[src/sv/lz78_ram.sv]
// Generic single-port-write, single-port-read RAM with registered read.
// No dependencies.
`timescale 1ns / 1ps
module lz78_ram #(
    parameter int Width = 8,
    parameter int Depth = 16
) (
    input  logic                     i_clk,
    input  logic                     i_we,
    input  logic [$clog2(Depth)-1:0] i_waddr,
    input  logic [Width-1:0]         i_wdata,
    input  logic [$clog2(Depth)-1:0] i_raddr,
    output logic [Width-1:0]         o_rdata
);
    logic [Width-1:0] r_mem [Depth];

    // write, then registered read
    always_ff @(posedge i_clk) begin
        if (i_we) begin
            r_mem[i_waddr] <= i_wdata;
        end
        o_rdata <= r_mem[i_raddr];
    end
endmodule

[config.mk]
export PLATFORM = sky130hd
export DESIGN_NAME = lz78_ram
export DESIGN_NICKNAME = d
export VERILOG_FILES = /design/src/sv/lz78_ram.sv
export SDC_FILE = /design/constraint.sdc
export NUM_CORES = 1
export LEC_CHECK = 0
export ABC_AREA = 1
export BUFFER_PORTS_ARGS = -buffer_cell sky130_fd_sc_hd__buf_2
export CELL_PAD_IN_SITES_DETAIL_PLACEMENT = 1
export CELL_PAD_IN_SITES_GLOBAL_PLACEMENT = 1
export CORE_UTILIZATION = 45
export CTS_BUF_LIST = sky130_fd_sc_hd__clkbuf_2
export CTS_CLUSTER_SIZE = 25
export DETAILED_ROUTE_END_ITERATION = 6
export GPL_TIMING_DRIVEN = 0
export PLACE_DENSITY_LB_ADDON = 0.1
export SYNTH_ARGS = -nofsm -noshare
export SYNTH_HDL_FRONTEND = slang
export SYNTH_SLANG_ARGS = --single-unit
[constraint.sdc]
create_clock -name i_clk -period 1.39 [get_ports i_clk]
set_input_delay 0 -clock i_clk [delete_from_list [all_inputs] [get_ports i_clk]]
set_output_delay 0 -clock i_clk [all_outputs]
set_load 0.01 [all_outputs]
==> run metrics <==
relative contribution of combinational cells to total power=around 9.1%; library cells used by synthesis=12; Mapped Area=~5800 um2; average cell area after synthesis=about 10 um2; Area after DPL=6087 um2; number of port buffers=22; antenna violations before repair=0; fin nets=around 630; Highest Clock Rate=724.5 MHz; synthesized flop and latch total=between 100 and 150; Post-Synthesis Net Count=between 500 and 600; # rows=40; list of most frequent post-synthesis cells=173 x nand2_1, 128 x edfxtp_1, 100 x inv_1; part of the total power dissipated in sequential elements=a little over three fifths; routed wire length=between 15000 and 20000 um; power density normalized to cell area=around 1100 nW/um2; arrival time reported for the critical path endpoint=1.72 ns; Switching Power=around 0.0018 W; cell types occupying the most area after synthesis=edfxtp_1 67%, nand2_1 11%, nand3_1 8.4%, inv_1 6.5%, dfxtp_1 2.8%; number of detailed-route iterations in the first pass=5; net switching fraction of the power=between 20 and 25%; post-route cell area=approximately 6400 um2; Final Hold Vio Count=0; final worst clock skew=~0.025 ns; Critical path origin=i_waddr[3]; Tightest Pin Transition=1.010 ns; Yosys Warn Count=0; Floorplan Core Area=~12000 um2; flip-flop cell with the highest count after synthesis=edfxtp_1; final antenna-violating net count=0; vias in the first global route=between 4000 and 5000; area share of the largest cell type after synthesis=66.65%; largest net degree at the start of global routing=17; detail-routed net length per standard cell=19.74 um; clock buffers created by TritonCTS=17; vias after detailed routing=around 4000; VDD IR-drop max=~710 uV; # diodes=0; Remaining Overflow, GRT=0; number of design rule violations left after detail routing=0; status=finished, final reports clean; fin crit period=between 1 and 1.5 ns; relative slew slack=32.41%; Async SR Flop Fraction=0%; horizontal extent of the die=115.2 um; maximum fanout encountered on the critical timing path=8; fraction of layout instances using a drive strength above 1=between 10% and 20%; type of the most critical hold path=in -> reg; leakage power of the design=2.816 nW; total setup violations reported at the end of the flow=0; Max H-tree Level=4; unrepaired setup endpoints after global routing=true; category of the worst setup path launch point=primary input; total global-route track usage=around 26%; data required time of the critical path=between 1.5 and 2 ns; Clk Tree Root Cell=clkbuf_2; TritonCTS clock tree=yes; share of the yosys chip area belonging to registers=between 60% and 70%; via count normalized by instance count=just over 5; total negative slack=0 ns; Cells after Synth=about 550; classification of the worst setup path=in -> reg; Layout area overhead=11.65%; Worst-Skew Late Latency=0.71 ns; clock slew seen by the registers of the worst setup and hold paths=about 0.17 ns; start point of the worst min-delay path=i_wdata[2]; most common cell in the synthesized netlist=nand2_1; max-slew violation total from the final report=0; Die Ht=115.2 um; final period utilization=99.30%; Post-synth EDFFs=approximately 130; Internal Dissipation=0.005475 W; total die area=roughly 13000 um2; Detailed Route Iter0 Violations=slightly below 300; global-route wire length before repair=23670 um; weighted congestion reported at the end of routability-driven placement=0.7865; leading area contributor after synthesis=edfxtp_1; clock power share=around 28%; endpoint type of the worst setup path=flip-flop; Max Cap Violations=0; maximum number of buffers from clock root to sink=2; # IOs=26; effective utilization at floorplan=between 40% and 50%; half-perimeter wire length of the detailed placement result=between 10000 and 15000 um; count of clock tree sinks=between 100 and 150; Reg2Reg Launch Point=r_mem[11][4]
[worst max-delay path, stage by stage]
cell,delay (ns)
dlygate4sd3_1,0.53
buf_2,0.14
nand3b_1,0.24
nor2_1,0.81
[kinds of logic (layout without fill, tap and decap cells)]
group,count (synthesis),in the layout,share of synthesized area (%)
buf+inv,126,197,9.525
flops,136,136,69.43
simple gates,289,289,21.05
[layer usage]
metal  global-route usage (%)  vias to the layer above  share of wire [%]
met4                    9.610                        0                1.9
met3                    5.377                       19                5.2
met2                    40.80                      108                 48
met5                        0                        -                  0
met1                    35.72                     2018                 45
li1                         -                     1892                  -
[final cells by class]
type | count | area, um2
inverters | 102 | 382.9
multi-input cells | 289 | 1214
well taps | 168 | 210.2
clock inverters | 6 | 51.30
fillers | 1374 | 5823
repair buffers | 39 | 280.3
plain buffers | 24 | 166.4
flip-flops and latches | 136 | 4004
clock buffers | 26 | 130.1
[worst paths after layout]
check        cells after the start  slack [ns]          end
max                              4        0.01  r_mem[5][6]
min reg2reg                      6        0.75   o_rdata[1]
min                              2        0.24  r_mem[3][2]
max reg2reg                      6        0.32   o_rdata[4]
[per-stage QoR]
step	total power (W)	instances	setup slack [ns]	hold WS, ns	utilization (%)
CTS	0.007315	790	0.05727	0.1816	52.51
detailed placement	0.005321	741	-0.2075	0.3973	49.64
finish	0.007267	790	0.009712	0.2385	52.51
floorplan	0.005028	551	0.4392	0.09887	-
global route	0.007521	790	-0.00007871	0.2161	52.51
global placement	0.005296	741	-0.1174	0.3955	49.64
[sequential cells by signal (all words and copies together) (netlist names)]
register / cells
o_rdata: 8
r_mem: 128
[placed cells by master, fill, tap and decap left out, types with 3 or more instances in the layout]
cell / n
dlygate4sd3_1: 17
dfxtp_1: 8
buf_6: 6
buf_4: 4
nand3_1: 97
clkbuf_2: 26
buf_2: 35
inv_1: 100
nor2_1: 17
clkinv_1: 3
edfxtp_1: 128
nand2_1: 173
[what timing repair did]
| item | CTS | global route |
|---|---|---|
| endpoints found under the setup margin | 0 | 2 |
| resized for setup | 0 | 0 |
| hold buffers | 17 | 0 |
| buffers inserted | 0 | 0 |
| hold endpoints to repair | 250 | 0 |
[power by group through the flow]
stage / registers (W) / logic [W] / clock network (W)
finish: 0.00460 / 0.000662 / 0.00200
global route: 0.00461 / 0.000725 / 0.00218
CTS: 0.00460 / 0.000665 / 0.00205
detailed placement: 0.00470 / 0.000626 / 0
global placement: 0.00469 / 0.000607 / 0
floorplan: 0.00471 / 0.000323 / 0
Note: power is estimated with default switching activity, not from simulation.
